==> src/hw/rtl/ifdl_pkg.sv <==
// ----------------------------------------------------------------------------
// ifdl_pkg
// Shared constants for the interpolated fractional delay line.
// ----------------------------------------------------------------------------
`default_nettype none

package ifdl_pkg;

    // Default geometry
    localparam int DEPTH_DEF       = 4096;
    localparam int SAMPLE_BITS_DEF = 24;

    // Fraction width of the delay request and of the read position
    localparam int FRAC_BITS = 24;

    // Width of the line_length register field
    localparam int CFG_LEN_BITS = 13;

    // Command queue between front and back
    localparam int QUEUE_DEPTH = 2;

    // Register port
    localparam int APB_DATA_W = 32;
    localparam int APB_ADDR_W = 3;
    localparam int REG_IDX_W  = 1;
    localparam logic [REG_IDX_W-1:0] REG_LINE_LENGTH = 1'b0;

    // Requests that can be held at once: front stage, queue, back, final stage,
    // output register
    localparam int MAX_INFLIGHT = 6;

endpackage

`default_nettype wire

==> src/hw/rtl/ifdl_front.sv <==
// ----------------------------------------------------------------------------
// ifdl_front
// Accepts requests, tracks the write pointer and works out the two ring
// indexes and the interpolation fraction for each request.
// ----------------------------------------------------------------------------
`default_nettype none

module ifdl_front #(
    parameter int DEPTH       = ifdl_pkg::DEPTH_DEF,
    parameter int SAMPLE_BITS = ifdl_pkg::SAMPLE_BITS_DEF,
    localparam int ADDR_W     = $clog2(DEPTH),
    localparam int LEN_W      = ADDR_W + 1,
    localparam int CMD_W      = SAMPLE_BITS + 3 * ADDR_W + ifdl_pkg::FRAC_BITS
) (
    input  wire logic                          aclk,
    input  wire logic                          aresetn,
    input  wire logic [LEN_W-1:0]              line_len,
    input  wire logic                          restart,
    input  wire logic                          s_valid,
    output logic                               s_ready,
    input  wire logic signed [SAMPLE_BITS-1:0] s_sample_in,
    input  wire logic [ifdl_pkg::FRAC_BITS-1:0] s_delay_fraction,
    output logic                               cmd_valid,
    input  wire logic                          cmd_ready,
    output logic [CMD_W-1:0]                   cmd_data
);
    import ifdl_pkg::*;

    localparam int PROD_W = FRAC_BITS + LEN_W;
    localparam int POS_W  = PROD_W + 1;

    // Same layout as the back's command
    typedef struct packed {
        logic [SAMPLE_BITS-1:0] sample;
        logic [ADDR_W-1:0]      wr_addr;
        logic [ADDR_W-1:0]      idx1;
        logic [ADDR_W-1:0]      idx2;
        logic [FRAC_BITS-1:0]   frac;
    } cmd_t;

    logic                   a_valid_reg;
    logic [PROD_W-1:0]      a_prod_reg;
    logic [SAMPLE_BITS-1:0] a_sample_reg;
    logic [ADDR_W-1:0]      a_wp_reg;
    logic [ADDR_W-1:0]      wp_reg;
    logic [ADDR_W-1:0]      wp_next;
    logic [LEN_W-1:0]       wp_plus;
    logic                   accept;
    logic                   push;
    logic signed [POS_W-1:0] pos_direct;
    logic signed [POS_W-1:0] pos_wrapped;
    logic signed [POS_W-1:0] pos_sel;
    logic [LEN_W-1:0]       idx1_full;
    logic [LEN_W-1:0]       idx1_sel;
    logic [LEN_W-1:0]       idx2_full;
    logic [LEN_W-1:0]       idx2_sel;
    cmd_t                   cmd;

    assign push      = a_valid_reg && cmd_ready;
    assign s_ready   = !a_valid_reg || cmd_ready;
    assign accept    = s_valid && s_ready;
    assign cmd_valid = a_valid_reg;

    // Write pointer wraps at the active length
    assign wp_plus = {1'b0, wp_reg} + LEN_W'(1);
    assign wp_next = (wp_plus >= line_len) ? '0 : wp_plus[ADDR_W-1:0];

    always_ff @(posedge aclk) begin
        if (!aresetn) begin
            a_valid_reg <= 1'b0;
            wp_reg      <= '0;
        end else begin
            if (restart) begin
                wp_reg <= '0;
            end else if (accept) begin
                wp_reg <= wp_next;
            end
            if (accept) begin
                a_valid_reg <= 1'b1;
            end else if (push) begin
                a_valid_reg <= 1'b0;
            end
        end
    end

    // Delay times length, registered
    always_ff @(posedge aclk) begin
        if (accept) begin
            a_prod_reg   <= {{LEN_W{1'b0}}, s_delay_fraction} *
                            {{FRAC_BITS{1'b0}}, line_len};
            a_sample_reg <= s_sample_in;
            a_wp_reg     <= wp_reg;
        end
    end

    // Read position, with the wrapped form computed alongside
    assign pos_direct  = $signed({1'b0, 1'b0, a_wp_reg, {FRAC_BITS{1'b0}}})
                       - $signed({1'b0, a_prod_reg});
    assign pos_wrapped = $signed({1'b0, ({1'b0, a_wp_reg} + line_len), {FRAC_BITS{1'b0}}})
                       - $signed({1'b0, a_prod_reg});
    assign pos_sel     = pos_direct[POS_W-1] ? pos_wrapped : pos_direct;

    // First and second ring index; the second wraps to zero
    assign idx1_full = pos_sel[FRAC_BITS +: LEN_W];
    assign idx1_sel  = (idx1_full >= line_len) ? '0 : idx1_full;
    assign idx2_full = idx1_sel + LEN_W'(1);
    assign idx2_sel  = (idx2_full >= line_len) ? '0 : idx2_full;

    always_comb begin
        cmd.sample  = a_sample_reg;
        cmd.wr_addr = a_wp_reg;
        cmd.idx1    = idx1_sel[ADDR_W-1:0];
        cmd.idx2    = idx2_sel[ADDR_W-1:0];
        cmd.frac    = pos_sel[FRAC_BITS-1:0];
    end

    assign cmd_data = cmd;

endmodule

`default_nettype wire

==> config.mk <==
export PLATFORM = sky130hd
export DESIGN_NAME = ifdl_front
export DESIGN_NICKNAME = d
export VERILOG_FILES = /design/src/hw/rtl/ifdl_pkg.sv /design/src/hw/rtl/ifdl_front.sv
export SDC_FILE = /design/constraint.sdc
export NUM_CORES = 1
export LEC_CHECK = 0
export BUFFER_PORTS_ARGS = -buffer_cell sky130_fd_sc_hd__buf_4
export CORE_MARGIN = 2
export CORE_UTILIZATION = 47
export DETAILED_ROUTE_END_ITERATION = 12
export PLACE_DENSITY = 0.66
export SETUP_SLACK_MARGIN = 0.2
export SLEW_MARGIN = 20
export SYNTH_ARGS = -nofsm -noshare
export SYNTH_HDL_FRONTEND = slang
export SYNTH_SLANG_ARGS = --single-unit
==> constraint.sdc <==
create_clock -name aclk -period 21.3 [get_ports aclk]
set_input_delay 1.065 -clock aclk [delete_from_list [all_inputs] [get_ports aclk]]
set_output_delay 1.065 -clock aclk [all_outputs]
set_load 0.005 [all_outputs]
==> impl_metrics.toml, run 1 <==
[critical_path]
crit_fanout = 28
crit_type = "input port to output pin"
cpMostUsedCell = "o21a_1"
crit_required_ns = 20.24
crit_slowest_cell = "o41ai_1"
crit_buf_inv = 4
arrival_ns = 9.44
cp-start-kind = "input port"
crit_path_end_kind = "output pin"
cp_top_family = "compound AO/OA/AOI/OAI gates"
max_stage_delay_ns = 0.49

[cells_and_area]
final_cells = 2299
nFillCells = 3134
drive_gt1_share_pct = 10.5
n_antenna_cell = 0
layout.nets = 2314
syn2layout_area_growth_pct = 11.2
largest_register_ffs = 37
mostFrequentLayoutCells = "inv_1, fa_1, nand2_1"
final_common_cell = "inv_1"

[placed_design]
dp_hpwl_um = 32400
post-place-ws_ns = 10.92
io_buffers = 151
gp_congestion = 0.928
dp.cells = 2283

[routing]
wire_per_inst_um = 17.7
vias = 12422
drtPass1Iterations = 7
drtIter0Drc = 880
drcViolationCount = 0
viasPerCell = 5.40
totalWireLength_um = 40700
antenna_left = 0

[logic_synthesis]
synth_area_per_cell_um2 = 9.14
ys_ff_latch = 86
synthCells = 1743
syn-num-nets = 2211
synthesis.area_um2 = 15900
seq_area_frac_synth_pct = 15.4
synth-edff-count = 73
yosysUniqueCellTypes = 67
ys.flop_type = "edfxtp_1"
ys_warn_count = 0
synthArstFlopShare_pct = 0

[sta]
fmax_ghz = 0.0952
setup_viol = 0
period_minus_slack_ns = 10.50
rsz0062_at_grt = "no"
fin_hold_ws_ns = 0.521
hold_violations = 0
skew_ns = 0.00985
max_slew_margin_pct = 36.7
slew_viol_final = 0
fin_crit_sh_pct = 49.3
tns_ns = 0
worst_slew_pin_slew_ns = 0.946
worst_slack_ns = 10.80

[pwr]
p_per_area_nw_per_um2 = 169
leakagePower_nw = 8.76
finalPower_mw = 2.99
peakVddDrop_uv = 122

[clock_tree]
cts_hold_buffers = 0
tritoncts = "yes"
clk_path_buf_depth = 2
clkSinkCount = 86
cts.clk_slew.worst_paths_ns = 0.07
cts_made_buffers = 9
cts_root_buffer = "clkbuf_16"
postCtsSetupBuffers = 0
cts-resized-gates = 0
clk_latency_ns = 0.37
htreeDepth = 3

[global_routing]
gr-usage-met1_pct = 32.9
grt_pass1_wl_um = 67600
grt_remaining_overflow = 0
grt_pass1_vias = 12995
top_usage_layer = "met2"
grt_max_degree = 50
grtUsageMet2_pct = 40.9
global_route.usage.met3_pct = 2.70
track_usage_pct = 24.1
antenna_found_initial = 0

[floorplan]
start_util_pct = 47.6
die_height_um = 188
rows = 67
die-area_um2 = 35400
core_area_um2 = 33400
io_pins = 152
dieWidth_um = 188

[status]
status = "completed"

[job]
drv_cap = 0

[hold_path]
min_path_type = "flop to flop"
[routing by layer]
layer	up-vias	share of wire, %
li1	5829	-
met1	6223	45
met2	325	49
met3	45	5.1
met4	0	1.5
met5	-	0
[layout make-up]
| class | instances | area [µm²] | area share, % |
|---|---|---|---|
| multi-input combinational | 1326 | 12200 | 69.0 |
| sequential | 86 | 2450 | 13.8 |
| timing repair buffer | 155 | 1160 | 6.57 |
| inverter | 268 | 1010 | 5.68 |
| tap | 448 | 561 | 3.16 |
| clock buffer | 10 | 250 | 1.41 |
| clock inverter | 6 | 53.8 | 0.304 |
[Yosys cell counts, types with 3 or more instances]
master	n	area, µm²
a2111oi_0	3	26.3
a211oi_1	6	45.0
a21boi_0	5	37.5
a21o_1	41	308
a21oi_1	57	285
a31oi_1	9	56.3
and2_1	126	788
and3_1	22	138
buf_2	3	15.0
clkbuf_1	59	221
dfxtp_1	13	260
edfxtp_1	73	2190
fa_1	243	4860
ha_1	159	1990
inv_1	268	1010
mux2_2	4	45.0
mux2i_1	5	50.1
nand2_1	240	901
nand2b_1	17	106
nand3_1	22	110
nand4_1	9	56.3
nor2_1	80	300
nor2b_1	11	68.8
nor3_1	20	100
nor3b_1	3	22.5
nor4_1	6	37.5
o211ai_1	3	22.5
o21a_1	24	180
o21ai_0	34	170
o21ai_1	3	15.0
o21bai_1	6	45.0
o311ai_0	3	26.3
o31a_1	3	26.3
o31ai_1	5	37.5
or2_2	5	31.3
or3_1	13	81.3
or4_1	5	37.5
xnor2_1	52	455
xor2_1	44	385
[worst paths after layout]
path	slack, ns	end	cells after the start	from
worst min-delay path	0.52	a_wp_reg[11]	0	wp_reg[11]
worst max-delay path	10.80	cmd_data[25]	36	line_len[0]
worst min register to register	0.52	a_wp_reg[11]	0	wp_reg[11]
worst max register to register	17.67	wp_reg[5]	12	wp_reg[0]
[kinds of logic after synthesis]
kind of cell | after synthesis | synth area share, %
AND/OR/NAND/NOR | 592 | 18.3
buffers and inverters | 331 | 7.85
adder cells (fa/ha/maj) | 402 | 43.0
flip-flops | 86 | 15.4
XOR/XNOR | 97 | 5.42
AO/OA/AOI/OAI | 226 | 9.37
multiplexers | 9 | 0.597
[through the flow]
stage               area [µm²]  utilization (%)
finish                   17700             53.0
detailed placement       17400             52.1
global placement         17400             52.1
global route             17700             53.0
floorplan                15900                -
CTS                      17700             53.0
[power breakdown]
group | internal [mW] | leakage, nW | switching [mW] | total, mW
combinational | 1.09 | 7.79 | 1.39 | 2.48
clock | 0.0889 | 0.149 | 0.0795 | 0.168
sequential | 0.312 | 0.816 | 0.0271 | 0.340
total | 1.49 | 8.76 | 1.50 | 2.99
(Power assumes the default switching activity.)
==> run 2: changes to the inputs <==
Clock period 21.3 ns to 10.5 ns, I/O delays scaled along.
==> run 2 against run 1 <==
  * Sequential power rose by 100%
  * Setup slack got worse by 9.8 ns
  * Wire length increased by 0.29%
  * Largest cell class unchanged
  * Critical path type unchanged
  * Total power increased by 100%
  * Largest power group unchanged
  * Die area unchanged
  * Critical endpoint unchanged
  * Critical path depth stayed put
  * Combinational power increased by 100%
  * Register-to-register slack got worse by 11 ns
  * Highest routed layer unchanged
  * Final cell count is the same
  * Core utilization hardly changed
  * Hold slack worse by 0.19 ns
==> impl_metrics.toml, run 2 (same netlist as run 1, synthesis figures left out) <==
[cells_and_area]
drive_gt1_share_pct = 10.5
syn2layout_area_growth_pct = 11.3
layout.nets = 2314
mostFrequentLayoutCells = "inv_1, fa_1, nand2_1"
final_cells = 2299
largest_register_ffs = 37
n_antenna_cell = 0
final_common_cell = "inv_1"

[floorplan]
die_height_um = 188
core_area_um2 = 33400
dieWidth_um = 188
die-area_um2 = 35400
start_util_pct = 47.6
io_pins = 152
rows = 67

[pwr]
leakagePower_nw = 8.76
peakVddDrop_uv = 230
pwr-share-comb_pct = 82.8
swShare_pct = 50.1
p_sw_mw = 3.03
p_int_mw = 3.02
finalPower_mw = 6.06
p_per_area_nw_per_um2 = 342
seq_power_share_pct = 11.4
clkPwrFrac_pct = 5.8

[sta]
hold_violations = 0
tns_ns = 0
period_minus_slack_ns = 9.48
skew_ns = 0.0104
worst_slew_pin_slew_ns = 0.990
fmax_ghz = 0.105
setup_viol = 0
slew_viol_final = 0
fin_hold_ws_ns = 0.327
max_slew_margin_pct = 33.7
fin_crit_sh_pct = 90.3
worst_slack_ns = 1.02
rsz0062_at_grt = "no"

[hold_path]
min_path_type = "input port to flop"
holdCritStartpoint = "s_sample_in[8]"

[global_routing]
grt_max_degree = 49
grt_pass1_wl_um = 66500
track_usage_pct = 23.7
grt_pass1_vias = 12866
antenna_found_initial = 0
grt_remaining_overflow = 0

[clock_tree]
cts-resized-gates = 0
htreeDepth = 3
cts_root_buffer = "clkbuf_16"
tritoncts = "yes"
clkSinkCount = 86
postCtsSetupBuffers = 0
cts_hold_buffers = 0
cts_made_buffers = 9
clk_latency_ns = 0.37
cts.clk_slew.worst_paths_ns = 0.08
clk_path_buf_depth = 2

[status]
status = "completed"

[critical_path]
critPathLaunch = "line_len[0]"
arrival_ns = 8.96
crit_fanout = 28
crit_required_ns = 9.98
cpMostUsedCell = "o21a_1"
crit_type = "input port to output pin"
crit_path_end_kind = "output pin"
r2r-start = "wp_reg[0]"
max_stage_delay_ns = 0.51
crit_slowest_cell = "o41ai_1"
cp-start-kind = "input port"

[routing]
totalWireLength_um = 40800
drcViolationCount = 0
antenna_left = 0
vias = 12413
drtPass1Iterations = 5
viasPerCell = 5.40
wire_per_inst_um = 17.8
drtIter0Drc = 680

[placed_design]
gp_congestion = 0.926
dp_hpwl_um = 32500
post-place-ws_ns = 1.15
dp.cells = 2283
io_buffers = 151

[job]
drv_cap = 0
==> run 2: changes by cell type in the layout (fill, tap and decap cells not counted) <==
cell,before,now
clkinv_8,0,1
clkinv_4,0,1
inv_8,2,1
clkinvlp_4,1,0
==> run 2: metrics by stage <==
step                      instance area [µm²]  utilization, %
final                                   17700            53.0
after global routing                    17700            53.0
after CTS                               17700            53.0
after detailed placement                17400            52.1
after global placement                  17400            52.1
after floorplan                         15900               -
==> run 2: metal layers <==
metal	share of wire, %	vias up	GRT usage [%]
li1	-	5820	-
met2	48	314	40.4
met3	5.1	50	2.86
met1	45	6229	32.3
met4	1.6	0	5.81
met5	0	-	0
==> run 2: worst paths after layout <==
check / to / slack (ns) / cells past startpoint
setup / recovery: cmd_data[25] / 1.02 / 36
hold / removal: a_sample_reg[8] / 0.33 / 1
setup reg to reg: wp_reg[2] / 7.02 / 12
hold reg to reg: a_wp_reg[11] / 0.51 / 0
==> run 2: worst max-delay path: cells and delay by family <==
kind / cells / cell delay (ns)
multiplexers: 1 / 0.17
buffers and inverters: 4 / 0.55
AND/OR/NAND/NOR: 5 / 1.35
XOR/XNOR: 2 / 0.34
AO/OA/AOI/OAI: 19 / 4.38
adder cells (fa/ha/maj): 5 / 1.62
==> run 2: layout make-up <==
class,count,area (µm²)
repair buffers,155,1160
inverters,268,1010
well taps,448,561
flip-flops and latches,86,2450
multi-input cells,1326,12200
clock buffers,10,250
fillers,3091,15700
clock inverters,6,60.1
==> run 2: power groups by stage <==
stage          clock [mW]  sequential [mW]  combinational, mW
2_1_floorplan           0            0.681               3.59
3_3_place_gp            0            0.694               4.90
3_5_place_dp            0            0.697               4.98
4_1_cts             0.357            0.690               5.01
5_1_grt             0.366            0.699               5.62
6_report            0.351            0.688               5.02
==> run 3: changes to the inputs <==
Settings changed: ABC_AREA from default to 1, ABC_CLOCK_PERIOD_IN_PS from default to 10500, PLACE_DENSITY 0.66 to 0.65.
==> run 3 against run 2 <==
  * Sequential share of layout area is 1.2 points lower
  * Final cell count increased by 32%
  * Critical path depth is 10 higher
  * Synthesized cell count is 39% higher
  * Core utilization is 0.91 points lower
  * Critical endpoint is now cmd_data[24]
==> impl_metrics.toml, run 3 <==
[sta]
rsz0062_at_grt = "no"
worst_slew_pin_slew_ns = 0.872
period_minus_slack_ns = 8.21
fmax_ghz = 0.122
slew_viol_final = 0
setup_viol = 0
hold_violations = 0
skew_ns = 0.00738
fin_crit_sh_pct = 78.2
tns_ns = 0
max_slew_margin_pct = 41.9

[placed_design]
dp_hpwl_um = 41300
gp_congestion = 0.957
dpl-instance-area_um2 = 19200
io_buffers = 151

[cells_and_area]
drive_gt1_share_pct = 9.77
syn2layout_area_growth_pct = 10.1
fin_util_pct = 52.1
mostFrequentLayoutCells = "nand2_1, inv_1, fa_1"
layout.nets = 2981
final_common_cell = "nand2_1"
n_antenna_cell = 0
design_area_um2 = 19500
nFillCells = 3672
largest_register_ffs = 37

[routing]
viasPerCell = 5.10
antenna_left = 0
vias = 15439
drtPass1Iterations = 8
drcViolationCount = 0
wire_per_inst_um = 16.4
totalWireLength_um = 49600
drtIter0Drc = 970

[critical_path]
crit_path_end_kind = "output pin"
r2r_cells = 13
r2r_end = "wp_reg[9]"
cp-start-kind = "input port"
crit_fanout = 28
r2r-start = "wp_reg[0]"
arrival_ns = 7.68
crit_type = "input port to output pin"
crit_slowest_cell = "nor3_4"
crit_required_ns = 9.98
cpMostUsedCell = "nand2_1"
max_stage_delay_ns = 0.42
ff2ff_setup_slack_ns = 7.27

[logic_synthesis]
synth_top_area_share_pct = 27.5
synthesis.area_um2 = 17700
ys.flop_type = "edfxtp_1"
synthTopCellsByArea = "fa_1, nand2_1, edfxtp_1"
synth_most_common_cell = "nand2_1"
synthCells = 2419
syn-num-nets = 2887
seq_area_frac_synth_pct = 13.9
synthArstFlopShare_pct = 0
synth-edff-count = 73
synth_area_per_cell_um2 = 7.31
ys_warn_count = 0
ys_ff_latch = 86
yosysUniqueCellTypes = 48
yosysTopAreaCell = "fa_1"
synth_commonest_cells = "nand2_1, inv_1, fa_1, nor2_1, ha_1"

[hold_path]
min_path_type = "input port to flop"
whs_endpoint = "a_sample_reg[7]"
hold_depth = 1
holdCritStartpoint = "s_sample_in[7]"

[clock_tree]
cts_hold_buffers = 0
postCtsSetupBuffers = 0
clk_latency_ns = 0.36
cts-resized-gates = 0
cts.clk_slew.worst_paths_ns = 0.07
clk_path_buf_depth = 2
clkSinkCount = 86
htreeDepth = 3
cts_root_buffer = "clkbuf_16"
cts_made_buffers = 9
tritoncts = "yes"

[status]
status = "completed"

[pwr]
peakVddDrop_uv = 266
p_per_area_nw_per_um2 = 335
leakagePower_nw = 10.9

[global_routing]
grt_max_degree = 69
antenna_found_initial = 0
track_usage_pct = 26.1
grt_pass1_wl_um = 80100
grt_remaining_overflow = 0
grt_pass1_vias = 15574

[floorplan]
start_util_pct = 47.3
dieWidth_um = 198
rows = 71
die_height_um = 198
core_area_um2 = 37400
die-area_um2 = 39200
io_pins = 152

[job]
drv_cap = 0
[run 3: changes by cell type after synthesis, moves of 32 or more]
cell,delta
nand2_1,+478
inv_1,+280
and2_1,-126
nor2_1,+88
nand3_1,+59
a21o_1,-36
a21oi_1,+33
xnor2_1,-32
[run 3: worst max path at each step]
stage	from	end	slack, ns	cells after the start
detailed placement	line_len[0]	cmd_data[24]	2.41	46
global placement	line_len[0]	cmd_data[24]	2.58	46
floorplan	line_len[1]	cmd_data[26]	3.13	43
finish	line_len[0]	cmd_data[24]	2.29	46
global route	line_len[0]	cmd_data[24]	1.64	46
CTS	a_wp_reg[0]	cmd_data[24]	2.39	45
[run 3: metal layers]
layer	routed length, µm	global-route usage, %	part of all wire [%]	up-vias
met5	0	0	0	-
met4	1040	6.96	2.1	0
met3	2800	2.66	5.7	59
met2	23300	44.1	47	453
met1	22400	35.9	45	7504
li1	-	-	-	7423
[run 3: report_power, final]
group / internal [mW] / switching (mW)
Sequential: 0.646 / 0.0639
Clock: 0.164 / 0.142
Combinational: 2.09 / 3.43
Total: 2.90 / 3.64
[run 3: cell type report]
class	count	area, µm²	area share (%)
tap	511	639	3.28
sequential	86	2450	12.6
clock inverter	6	52.6	0.270
timing repair buffer	153	1150	5.90
clock buffer	10	229	1.18
inverter	565	2120	10.9
multi-input combinational	1698	12800	65.9
[run 3: kinds of logic after synthesis]
family | after synthesis | share of synthesized area, %
AOI/OAI and AO/OA | 163 | 5.15
and+or+nand+nor | 1060 | 25.0
buffers and inverters | 635 | 13.6
adders and majority gates | 402 | 38.8
DFF | 86 | 13.9
xor gates and xnor gates | 73 | 3.61
[run 3: per-stage QoR]
| step | total power [mW] | hold slack [ns] | cells | setup slack [ns] |
|---|---|---|---|---|
| after floorplan | 4.63 | 0.453 | 2419 | 3.13 |
| after CTS | 6.53 | 0.330 | 3029 | 2.39 |
| after detailed placement | 6.20 | 0.475 | 3013 | 2.41 |
| final | 6.53 | 0.345 | 3029 | 2.29 |
| after global routing | 7.32 | 0.332 | 3029 | 1.64 |
| after global placement | 6.17 | 0.472 | 3013 | 2.58 |
[run 3: worst max-delay path: cells and delay by family]
family                   cells  cell delay, ns
AND/OR/NAND/NOR             20            2.42
AO/OA/AOI/OAI               10            1.71
adder cells (fa/ha/maj)      5            1.67
buffers and inverters       10            1.21
XOR/XNOR                     1            0.10
