## src/hw/rtl/ifdl_pkg.sv

```systemverilog
// ----------------------------------------------------------------------------
// ifdl_pkg
// Shared constants for the interpolated fractional delay line.
// ----------------------------------------------------------------------------
`default_nettype none

package ifdl_pkg;

    // Default geometry
    localparam int DEPTH_DEF       = 4096;
    localparam int SAMPLE_BITS_DEF = 24;

    // Fraction width of the delay request and of the read position
    localparam int FRAC_BITS = 24;

    // Width of the line_length register field
    localparam int CFG_LEN_BITS = 13;

    // Command queue between front and back
    localparam int QUEUE_DEPTH = 2;

    // Register port
    localparam int APB_DATA_W = 32;
    localparam int APB_ADDR_W = 3;
    localparam int REG_IDX_W  = 1;
    localparam logic [REG_IDX_W-1:0] REG_LINE_LENGTH = 1'b0;

    // Requests that can be held at once: front stage, queue, back, final stage,
    // output register
    localparam int MAX_INFLIGHT = 6;

endpackage

`default_nettype wire

```

## src/hw/rtl/ifdl_queue.sv

```systemverilog
// ----------------------------------------------------------------------------
// ifdl_queue
// Small FIFO that decouples the address front from the memory back.
// ----------------------------------------------------------------------------
`default_nettype none

module ifdl_queue #(
    parameter int WIDTH   = 8,
    parameter int DEPTH_Q = ifdl_pkg::QUEUE_DEPTH
) (
    input  wire logic             aclk,
    input  wire logic             aresetn,
    input  wire logic             push_valid,
    output logic                  push_ready,
    input  wire logic [WIDTH-1:0] push_data,
    output logic                  pop_valid,
    input  wire logic             pop_ready,
    output logic [WIDTH-1:0]      pop_data
);
    import ifdl_pkg::*;

    localparam int PTR_W = (DEPTH_Q > 1) ? $clog2(DEPTH_Q) : 1;
    localparam int CNT_W = $clog2(DEPTH_Q + 1);

    logic [WIDTH-1:0] slot_reg [DEPTH_Q];
    logic [PTR_W-1:0] rd_ptr_reg;
    logic [PTR_W-1:0] wr_ptr_reg;
    logic [CNT_W-1:0] count_reg;
    logic             do_push;
    logic             do_pop;

    assign push_ready = (count_reg != CNT_W'(DEPTH_Q));
    assign pop_valid  = (count_reg != '0);
    assign pop_data   = slot_reg[rd_ptr_reg];
    assign do_push    = push_valid && push_ready;
    assign do_pop     = pop_valid && pop_ready;

    // Pointers and fill level
    always_ff @(posedge aclk) begin
        if (!aresetn) begin
            rd_ptr_reg <= '0;
            wr_ptr_reg <= '0;
            count_reg  <= '0;
        end else begin
            if (do_push) begin
                wr_ptr_reg <= (wr_ptr_reg == PTR_W'(DEPTH_Q - 1)) ? '0 : wr_ptr_reg + 1'b1;
            end
            if (do_pop) begin
                rd_ptr_reg <= (rd_ptr_reg == PTR_W'(DEPTH_Q - 1)) ? '0 : rd_ptr_reg + 1'b1;
            end
            case ({do_push, do_pop})
                2'b10:   count_reg <= count_reg + 1'b1;
                2'b01:   count_reg <= count_reg - 1'b1;
                default: count_reg <= count_reg;
            endcase
        end
    end

    // Storage
    always_ff @(posedge aclk) begin
        if (do_push) begin
            slot_reg[wr_ptr_reg] <= push_data;
        end
    end

endmodule

`default_nettype wire

```

## config.mk

```make
export PLATFORM = sky130hd
export DESIGN_NAME = ifdl_queue
export DESIGN_NICKNAME = d
export VERILOG_FILES = /design/src/hw/rtl/ifdl_pkg.sv /design/src/hw/rtl/ifdl_queue.sv
export SDC_FILE = /design/constraint.sdc
export NUM_CORES = 1
export LEC_CHECK = 0
export BUFFER_PORTS_ARGS = -buffer_cell sky130_fd_sc_hd__buf_2
export CELL_PAD_IN_SITES_DETAIL_PLACEMENT = 2
export CELL_PAD_IN_SITES_GLOBAL_PLACEMENT = 2
export CORE_UTILIZATION = 36
export CTS_CLUSTER_SIZE = 28
export DETAILED_ROUTE_END_ITERATION = 10
export HOLD_SLACK_MARGIN = 0.02
export PLACE_DENSITY = 0.8
export SLEW_MARGIN = 30
export SYNTH_ARGS = -nofsm -noshare
export SYNTH_HDL_FRONTEND = slang
export SYNTH_SLANG_ARGS = --single-unit
```

## constraint.sdc

```tcl
create_clock -name aclk -period 3.2 [get_ports aclk]
set_clock_uncertainty 0.05 [all_clocks]
set_input_delay 0.8 -clock aclk [delete_from_list [all_inputs] [get_ports aclk]]
set_output_delay 0.8 -clock aclk [all_outputs]
set_load 0.005 [all_outputs]
```

==> results of run 1 <==
-- worst paths after layout --
path / to / slack, ns / startpoint / cells past startpoint
max: pop_data[1] / 1.00 / flop / 2
min: count_reg[1] / 0.50 / count_reg[1] / 2
max reg2reg: count_reg[1] / 1.49 / count_reg[0] / 5
min reg2reg: count_reg[1] / 0.50 / count_reg[1] / 2
-- layout by cell type (no fill, tap or decap), types with 2 or more instances in the layout --
cell,synthesis,layout
xnor2_1,3,3
clkbuf_4,0,3
mux2_2,8,8
nor2b_1,2,2
buf_2,1,21
dfxtp_1,5,5
edfxtp_1,16,16
-- power by group through the flow --
stage / sequential [mW] / clock (mW) / combinational (mW)
2_1_floorplan: 0.375 / 0 / 0.164
3_3_place_gp: 0.395 / 0 / 0.218
3_5_place_dp: 0.401 / 0 / 0.233
4_1_cts: 0.395 / 0.126 / 0.234
5_1_grt: 0.400 / 0.135 / 0.249
6_report: 0.393 / 0.118 / 0.229
-- routing by layer --
| layer | track usage [%] | vias up | part of all wire, % |
|---|---|---|---|
| li1 | - | 228 | - |
| met1 | 14.5 | 227 | 40 |
| met2 | 25.6 | 11 | 56 |
| met3 | 3.70 | 2 | 3.1 |
| met4 | 5.71 | 0 | 0.88 |
| met5 | 0 | - | 0 |
-- per-stage QoR --
| stage | setup WS (ns) | area, sq um | instances | util, % |
|---|---|---|---|---|
| 4_1_cts | 0.969 | 971 | 100 | 47.5 |
| 3_5_place_dp | 1.20 | 945 | 96 | 46.3 |
| 6_report | 1.00 | 971 | 100 | 47.5 |
| 3_3_place_gp | 1.27 | 945 | 96 | 46.3 |
| 2_1_floorplan | 1.39 | 811 | 49 | - |
| 5_1_grt | 0.927 | 971 | 100 | 47.5 |
-- logic make-up (layout without fill, tap and decap cells) --
| family | Yosys count | count (layout) | synth area share, % |
|---|---|---|---|
| flip-flops | 21 | 21 | 71.6 |
| AND/OR/NAND/NOR | 9 | 9 | 6.79 |
| multiplexers | 8 | 8 | 11.1 |
| AO/OA/AOI/OAI | 5 | 5 | 4.63 |
| XOR/XNOR | 3 | 3 | 3.24 |
| buffers and inverters | 2 | 26 | 1.08 |
| adder cells (fa/ha/maj) | 1 | 1 | 1.54 |
-- Yosys cell counts, drive strengths merged --
library cell / instances / area share [%]
xnor2: 3 / 3.2
and2: 1 / 0.77
edfxtp: 16 / 59
and3: 1 / 0.77
inv: 1 / 0.46
nand2b: 1 / 0.77
nand2: 1 / 0.46
ha: 1 / 1.5
or3: 1 / 0.77
o21a: 1 / 0.93
o21ai: 1 / 0.62
a21bo: 1 / 1.2
a21boi: 2 / 1.9
dfxtp: 5 / 12
nand3b: 1 / 0.93
mux2: 8 / 11
buf: 1 / 0.62
nor2b: 2 / 1.5
or2: 1 / 0.77
-- layout make-up --
class	instances	area, sq um	share of cell area (%)
Sequential cell	21	581	59.8
Tap cell	27	33.8	3.48
Inverter	1	3.75	0.387
Multi-Input combinational cell	26	221	22.8
Timing Repair Buffer	21	105	10.8
Clock buffer	4	26.3	2.71
-- worst register-to-register path: stages, from the launching register on --
cell,delay [ns]
dfxtp_1,0.44
nand2b_1,0.23
nand2_1,0.09
ha_1,0.33
or3_1,0.37
a21boi_1,0.14
==> results.yml, run 1 <==
cells_and_area:
  layout-drive-gt1-share_pct: 46.6
  insertedDiodeCount: 0
  nets: 87
  fillerInstances: 210
  largest_reg_flops: 16
  areaGrowthSynthToFinish_pct: 19.8
critical_path:
  critPathBufInv: 1
  cp_max_fo: 8
  startpoint_type: "flop"
  critPathMaxStageDelay_ns: 0.54
  endpoint_kind: "output port"
  critical_path.top_delay_family: "flip-flops"
  required_ns: 2.35
  worstPathArrival_ns: 1.35
  critical_path.cell_chain: "mux2_2 -> buf_2"
  worstSetupPathType: "reg2out"
  slowest_stage: "dfxtp_1"
floorplan:
  die_h_um: 49.5
  dieArea_sq_um: 2450
  dieWidth_um: 49.5
  fp-row-count: 16
  io_pins: 22
  start_util_pct: 39.7
  core-area_sq_um: 2040
sta:
  rsz0062_at_grt: "false"
  slew_violations: 0
  finalCritPeriodShare_pct: 68.7
  fmax_mhz: 455
  setup_viol: 0
  slew_headroom_pct: 74.4
  fin_crit_ns: 2.20
  tns_ns: 0
  hold_viol_final: 0
  worstMarginPinSlew_ns: 0.383
  whs_ns: 0.498
hold_path:
  hold_class: "reg2reg"
placed_design:
  placement.io_buffers: 21
  dp_hpwl_um: 1190
  routabilityCongestion: 0.675
power_and_ir_drop:
  seqPwrFrac_pct: 53.1
  p_int_mw: 0.528
  p_comb_share_pct: 31.0
  sw_frac_of_total_pct: 28.6
  p_clk_share_pct: 15.9
  report.power.total_mw: 0.739
  p_switching_mw: 0.211
  leakagePower_nw: 0.373
  irDropWorstVdd_uv: 347
  powerDensity_nw_per_um2: 761
route:
  drtIter0Drc: 1
  wl_per_cell_um: 14.8
  num_vias: 468
  viasPerCell: 4.68
  postRouteAntennaNets: 0
  firstDrtPassIters: 2
  drc: 0
  routed_wl_um: 1480
synthesis:
  seq_area_frac_synth_pct: 71.6
  ys_seq_elements: 21
  avgSynthCellArea_sq_um: 16.5
  synthDistinctLibCells: 20
  syn_area_sq_um: 811
  synth_cells: 49
  yosysWarnings: 0
  synthesis.nets: 62
clock_tree:
  tritoncts: "yes"
  cts_max_path_buffers: 2
  cts.sinks: 21
  cts.repair.resized: 0
  cts_made_buffers: 3
  cts_setup_buffers: 0
  clockRootBuffer: "clkbuf_4"
  path_clk_slew_ns: 0.10
  holdBufCountCts: 0
  clkLatencyLatePin_ns: 0.29
  h-tree-depth: 1
global_route:
  overflow: 0
  grt_max_degree: 12
  grt_usage_pct: 13.8
  grt_pass1_wl_um: 2370
  first_global_vias: 509
  grt_antenna_before_repair: 0
job:
  maxCapViolations: 0
outcome:
  status: "finished clean"
No activity file was read; power rests on OpenSTA's default activity.
==> run 2, diff against run 1 <==
--- a/config.mk
+++ b/config.mk
@@ -8,11 +8,11 @@
 export BUFFER_PORTS_ARGS = -buffer_cell sky130_fd_sc_hd__buf_2
 export CELL_PAD_IN_SITES_DETAIL_PLACEMENT = 2
 export CELL_PAD_IN_SITES_GLOBAL_PLACEMENT = 2
-export CORE_UTILIZATION = 36
+export CORE_UTILIZATION = 34
 export CTS_CLUSTER_SIZE = 28
 export DETAILED_ROUTE_END_ITERATION = 10
 export HOLD_SLACK_MARGIN = 0.02
-export PLACE_DENSITY = 0.8
+export PLACE_DENSITY = 0.76
 export SLEW_MARGIN = 30
 export SYNTH_ARGS = -nofsm -noshare
 export SYNTH_HDL_FRONTEND = slang
==> constraint.sdc (replaced) <==
create_clock -name aclk -period 2.22 [get_ports aclk]
set_clock_uncertainty 0.05 [all_clocks]
set_input_delay 0.555 -clock aclk [delete_from_list [all_inputs] [get_ports aclk]]
set_output_delay 0.555 -clock aclk [all_outputs]
set_load 0.005 [all_outputs]
==> run 2 against run 1 <==
Effect of this change:
- sequential share of layout area is 0.15 points lower
- worst hold slack worse by 0.10 ns
- flip-flop and latch count unchanged
- critical path type unchanged
- largest power group unchanged
==> results.yml, run 2 (synthesized netlist as in run 1, its figures left out) <==
sta:
  hold_viol_final: 0
  slew_headroom_pct: 72.3
  whs_ns: 0.394
  slew_violations: 0
  worstMarginPinSlew_ns: 0.415
  rsz0062_at_grt: "false"
  finalCritPeriodShare_pct: 88.1
  tns_ns: 0
  fin_crit_ns: 1.96
  setup_viol: 0
  fmax_mhz: 511
hold_path:
  hold_class: "in2reg"
placed_design:
  placement.io_buffers: 21
  routabilityCongestion: 0.713
  dp_hpwl_um: 1220
floorplan:
  core-area_sq_um: 2230
  start_util_pct: 36.3
  dieWidth_um: 50.8
  die_h_um: 50.8
  dieArea_sq_um: 2580
  io_pins: 22
  fp-row-count: 17
cells_and_area:
  fillerInstances: 231
  insertedDiodeCount: 0
  layout_commonest_cell: "buf_2"
  nets: 87
  layout-drive-gt1-share_pct: 47.9
  areaGrowthSynthToFinish_pct: 20.1
  final_cell_mix: "buf_2 (21), edfxtp_1 (16), mux2_2 (8)"
  largest_reg_flops: 16
global_route:
  first_global_vias: 478
  grt_usage_pct: 13.6
  grt_antenna_before_repair: 0
  grt_pass1_wl_um: 2390
  overflow: 0
  grt_max_degree: 13
critical_path:
  cp_max_fo: 8
  endpoint_kind: "output port"
  worstRegToRegCells: 5
  startpoint_type: "flop"
  worstSetupPathType: "reg2out"
  r2r-end: "count_reg[1]"
  rr_startpoint: "count_reg[0]"
  required_ns: 1.62
  r2r_setup_slack_ns: 0.54
  worstPathArrival_ns: 1.35
  endpoint: "pop_data[2]"
clock_tree:
  h-tree-depth: 1
  path_clk_slew_ns: 0.11
  cts_setup_buffers: 0
  clockRootBuffer: "clkbuf_4"
  cts_max_path_buffers: 2
  cts_made_buffers: 3
  cts.sinks: 21
  tritoncts: "yes"
  holdBufCountCts: 0
  cts.repair.resized: 0
  clkLatencyLatePin_ns: 0.29
power_and_ir_drop:
  powerDensity_nw_per_um2: 1100
  leakagePower_nw: 0.376
  irDropWorstVdd_uv: 540
  report.power.total_mw: 1.07
job:
  maxCapViolations: 0
route:
  num_vias: 477
  viasPerCell: 4.72
  wl_per_cell_um: 15.5
  postRouteAntennaNets: 0
  firstDrtPassIters: 3
  routed_wl_um: 1570
  drc: 0
  drtIter0Drc: 3
outcome:
  status: "finished clean"
-- run 2: cell count changes in the layout (fill, tap and decap cells not counted), sizes merged --
cell	before	now
clkbuf	4	3
clkinv	0	1
-- run 2: report_power, final --
group | switching (mW) | internal [mW] | total, mW
registers | 0.0627 | 0.506 | 0.569
logic | 0.146 | 0.185 | 0.331
clock network | 0.104 | 0.0669 | 0.171
total | 0.312 | 0.758 | 1.07
-- run 2: worst max-delay path, stage by stage, from the launching register on --
cell and delay [ns]:
dfxtp_1 0.56, mux2_2 0.38, buf_2 0.13
-- run 2: per-layer routing --
metal / track usage [%] / part of all wire [%]
met2: 25.6 / 57
met5: 0 / 0
met3: 2.68 / 3.1
met1: 14.6 / 39
met4: 5.56 / 0.83
-- run 2: final cells by class --
cell class / count / area, sq um / share of cell area (%)
clock inverters: 1 / 5.00 / 0.514
clock buffers: 3 / 22.5 / 2.31
repair buffers: 21 / 105 / 10.8
inverters: 1 / 3.75 / 0.386
well taps: 28 / 35.0 / 3.60
multi-input cells: 26 / 221 / 22.8
flip-flops and latches: 21 / 581 / 59.6
-- run 2: worst min path at each step --
| stage | startpoint | endpoint | slack [ns] | cells past startpoint |
|---|---|---|---|---|
| floorplan | count_reg[1] | count_reg[1] | 0.43 | 2 |
| global placement | count_reg[1] | count_reg[1] | 0.46 | 2 |
| detailed placement | count_reg[1] | count_reg[1] | 0.53 | 2 |
| CTS | push_data[4] | slot_reg[1][4] | 0.39 | 1 |
| global route | push_data[1] | slot_reg[1][1] | 0.37 | 1 |
| finish | push_data[4] | slot_reg[1][4] | 0.39 | 1 |
-- run 2: stage by stage --
stage / cell area [sq um] / std cells / setup WS (ns) / util, %
final: 973 / 101 / 0.264 / 43.6
after global routing: 973 / 101 / 0.156 / 43.6
after CTS: 973 / 101 / 0.222 / 43.6
after detailed placement: 946 / 97 / 0.479 / 42.4
after global placement: 946 / 97 / 0.532 / 42.4
after floorplan: 811 / 49 / 0.657 / -
==> run 3, diff against run 2 <==
--- a/config.mk
+++ b/config.mk
@@ -5,14 +5,16 @@
 export SDC_FILE = /design/constraint.sdc
 export NUM_CORES = 1
 export LEC_CHECK = 0
+export ABC_AREA = 1
 export BUFFER_PORTS_ARGS = -buffer_cell sky130_fd_sc_hd__buf_2
 export CELL_PAD_IN_SITES_DETAIL_PLACEMENT = 2
 export CELL_PAD_IN_SITES_GLOBAL_PLACEMENT = 2
-export CORE_UTILIZATION = 34
+export CORE_UTILIZATION = 33
 export CTS_CLUSTER_SIZE = 28
 export DETAILED_ROUTE_END_ITERATION = 10
 export HOLD_SLACK_MARGIN = 0.02
 export PLACE_DENSITY = 0.76
+export SKIP_CTS_REPAIR_TIMING = 1
 export SLEW_MARGIN = 30
 export SYNTH_ARGS = -nofsm -noshare
 export SYNTH_HDL_FRONTEND = slang
==> constraint.sdc (replaced) <==
create_clock -name aclk -period 2.22 [get_ports aclk]
set_clock_uncertainty 0.05 [all_clocks]
set_input_delay 0.555 -clock aclk [delete_from_list [all_inputs] [get_ports aclk]]
set_output_delay 0.555 -clock aclk [all_outputs]
set_load 0.02 [all_outputs]
==> run 3 against run 2 <==
Effect of this change:
- fmax fell by 3.9%
- sequential share of layout area is 2.1 points lower
- flip-flop and latch count unchanged
- final area rose by 3.7%
- sequential power is 7.6% lower
- worst setup slack got worse by 0.079 ns
- count of clock-buffer cells in the layout unchanged
- global-route usage grew 0.56 points
- area after synthesis rose by 3.5%
- critical path depth stayed put
- critical endpoint is now pop_data[5]
- largest cell class unchanged
==> results.yml, run 3 <==
power_and_ir_drop:
  p_comb_share_pct: 29.6
  irDropWorstVdd_uv: 384
  p_switching_mw: 0.343
  powerDensity_nw_per_um2: 1000
  leakagePower_nw: 0.411
  seqPwrFrac_pct: 52.0
  p_clk_share_pct: 18.4
  sw_frac_of_total_pct: 33.9
  report.power.total_mw: 1.01
  p_int_mw: 0.668
route:
  viasPerCell: 4.66
  firstDrtPassIters: 2
  wl_per_cell_um: 14.7
  num_vias: 531
  routed_wl_um: 1680
  postRouteAntennaNets: 0
  drc: 0
  drtIter0Drc: 2
synthesis:
  synth-edff-count: 16
  ys_seq_elements: 21
  synth_area_leaders: "edfxtp_1 (57%), dfxtp_1 (12%), mux2_2 (11%), nor2_1 (3.6%), nand2_4 (2.7%)"
  yosys.area.top_type: "edfxtp_1"
  seq_area_frac_synth_pct: 69.2
  syn_area_sq_um: 840
  synthTopCellsByCount: "edfxtp_1 (16), mux2_2 (8), nor2_1 (8), dfxtp_1 (5), nand2_1 (5)"
  synthesis.nets: 74
  yosysTopAreaCellShare_pct: 57.2
  yosysWarnings: 0
  synth_cells: 61
  synthDistinctLibCells: 17
  synth_top_flop_cell: "edfxtp_1"
  postSynth.asyncResetShare_pct: 0
  avgSynthCellArea_sq_um: 13.8
  yosysMostFrequentCell: "edfxtp_1"
cells_and_area:
  final_cell_mix: "buf_2 (21), edfxtp_1 (16), mux2_2 (8), nor2_1 (8)"
  nets: 100
  final_area_sq_um: 1010
  areaGrowthSynthToFinish_pct: 20.3
  insertedDiodeCount: 0
  layout_commonest_cell: "buf_2"
  largest_reg_flops: 16
  layout-drive-gt1-share_pct: 50.0
sta:
  fin_crit_ns: 2.03
  tns_ns: 0
  rsz0062_at_grt: "false"
  slew_headroom_pct: 65.5
  whs_ns: 0.376
  hold_viol_final: 0
  worstMarginPinSlew_ns: 0.518
  slew_violations: 0
  fmax_mhz: 491
  setup_viol: 0
  finalCritPeriodShare_pct: 91.7
placed_design:
  placed_cell_area_sq_um: 982
  dp_hpwl_um: 1260
  placement.io_buffers: 21
  routabilityCongestion: 0.628
hold_path:
  hold_class: "in2reg"
job:
  maxCapViolations: 0
outcome:
  status: "finished clean"
floorplan:
  core-area_sq_um: 2300
  dieArea_sq_um: 2750
  io_pins: 22
  dieWidth_um: 52.4
  start_util_pct: 36.5
  fp-row-count: 17
  die_h_um: 52.4
critical_path:
  endpoint_kind: "output port"
  worstPathArrival_ns: 1.43
  required_ns: 1.62
  cp_max_fo: 8
  startpoint_type: "flop"
  worstSetupPathType: "reg2out"
global_route:
  overflow: 0
  grt_max_degree: 13
  grt_pass1_wl_um: 2660
  grt_antenna_before_repair: 0
  grt_usage_pct: 14.1
  first_global_vias: 569
clock_tree:
  clockRootBuffer: "clkbuf_4"
  cts_made_buffers: 3
  path_clk_slew_ns: 0.11
  cts.sinks: 21
  h-tree-depth: 1
  tritoncts: "yes"
  clkLatencyLatePin_ns: 0.31
  cts_max_path_buffers: 2
[run 3: cell count changes after synthesis, moves of 3 or more]
cell,change
nor2_1,+8
xnor2_1,-3
nand2_1,+4
inv_1,+3
nand2_2,+3
[run 3: final timing paths]
check / start / to / slack (ns) / cells after the start
hold / removal: push_data[1] / slot_reg[1][1] / 0.38 / 1
setup reg to reg: count_reg[1] / count_reg[1] / 0.75 / 7
setup / recovery: flop / pop_data[5] / 0.19 / 2
hold reg to reg: rd_ptr_reg / rd_ptr_reg / 0.50 / 2
[run 3: area by class of cell]
type	instances	area, sq um
multi-input cells	34	235
fillers	245	1290
repair buffers	22	113
well taps	28	35.0
inverters	5	18.8
clock buffers	3	22.5
clock inverters	1	5.00
flip-flops and latches	21	581
[run 3: per-stage QoR]
step / utilization, % / setup slack (ns) / std cells
2_1_floorplan: - / 0.762 / 61
3_3_place_gp: 42.8 / 0.550 / 110
3_5_place_dp: 42.8 / 0.507 / 110
4_1_cts: 44.0 / 0.155 / 114
5_1_grt: 44.0 / 0.106 / 114
6_report: 44.0 / 0.185 / 114
[run 3: power groups by stage]
stage | combinational (mW) | clock [mW] | sequential, mW
finish | 0.299 | 0.186 | 0.526
global route | 0.333 | 0.207 | 0.532
CTS | 0.306 | 0.197 | 0.526
detailed placement | 0.304 | 0 | 0.535
global placement | 0.292 | 0 | 0.529
floorplan | 0.225 | 0 | 0.511
[run 3: routing by layer]
layer / global-route usage [%] / vias up / part of all wire (%)
met3: 4.35 / 3 / 4.1
li1: - / 257 / -
met4: 5.26 / 0 / 0.83
met1: 16.5 / 256 / 44
met5: 0 / - / 0
met2: 24.1 / 15 / 51
[run 3: cells by family (layout without fill, tap and decap cells)]
kind of cell	after synthesis	after routing	synth area share, %
simple gates	22	22	13.6
flops	21	21	69.2
mux	8	8	10.7
buf+inv	6	31	2.83
compound gates	3	3	2.23
fa+ha+maj	1	1	1.49
[run 3: critical path: stages, from the launching register on]
cell and delay (ns):
dfxtp_1 0.57, mux2_2 0.39, buf_2 0.16
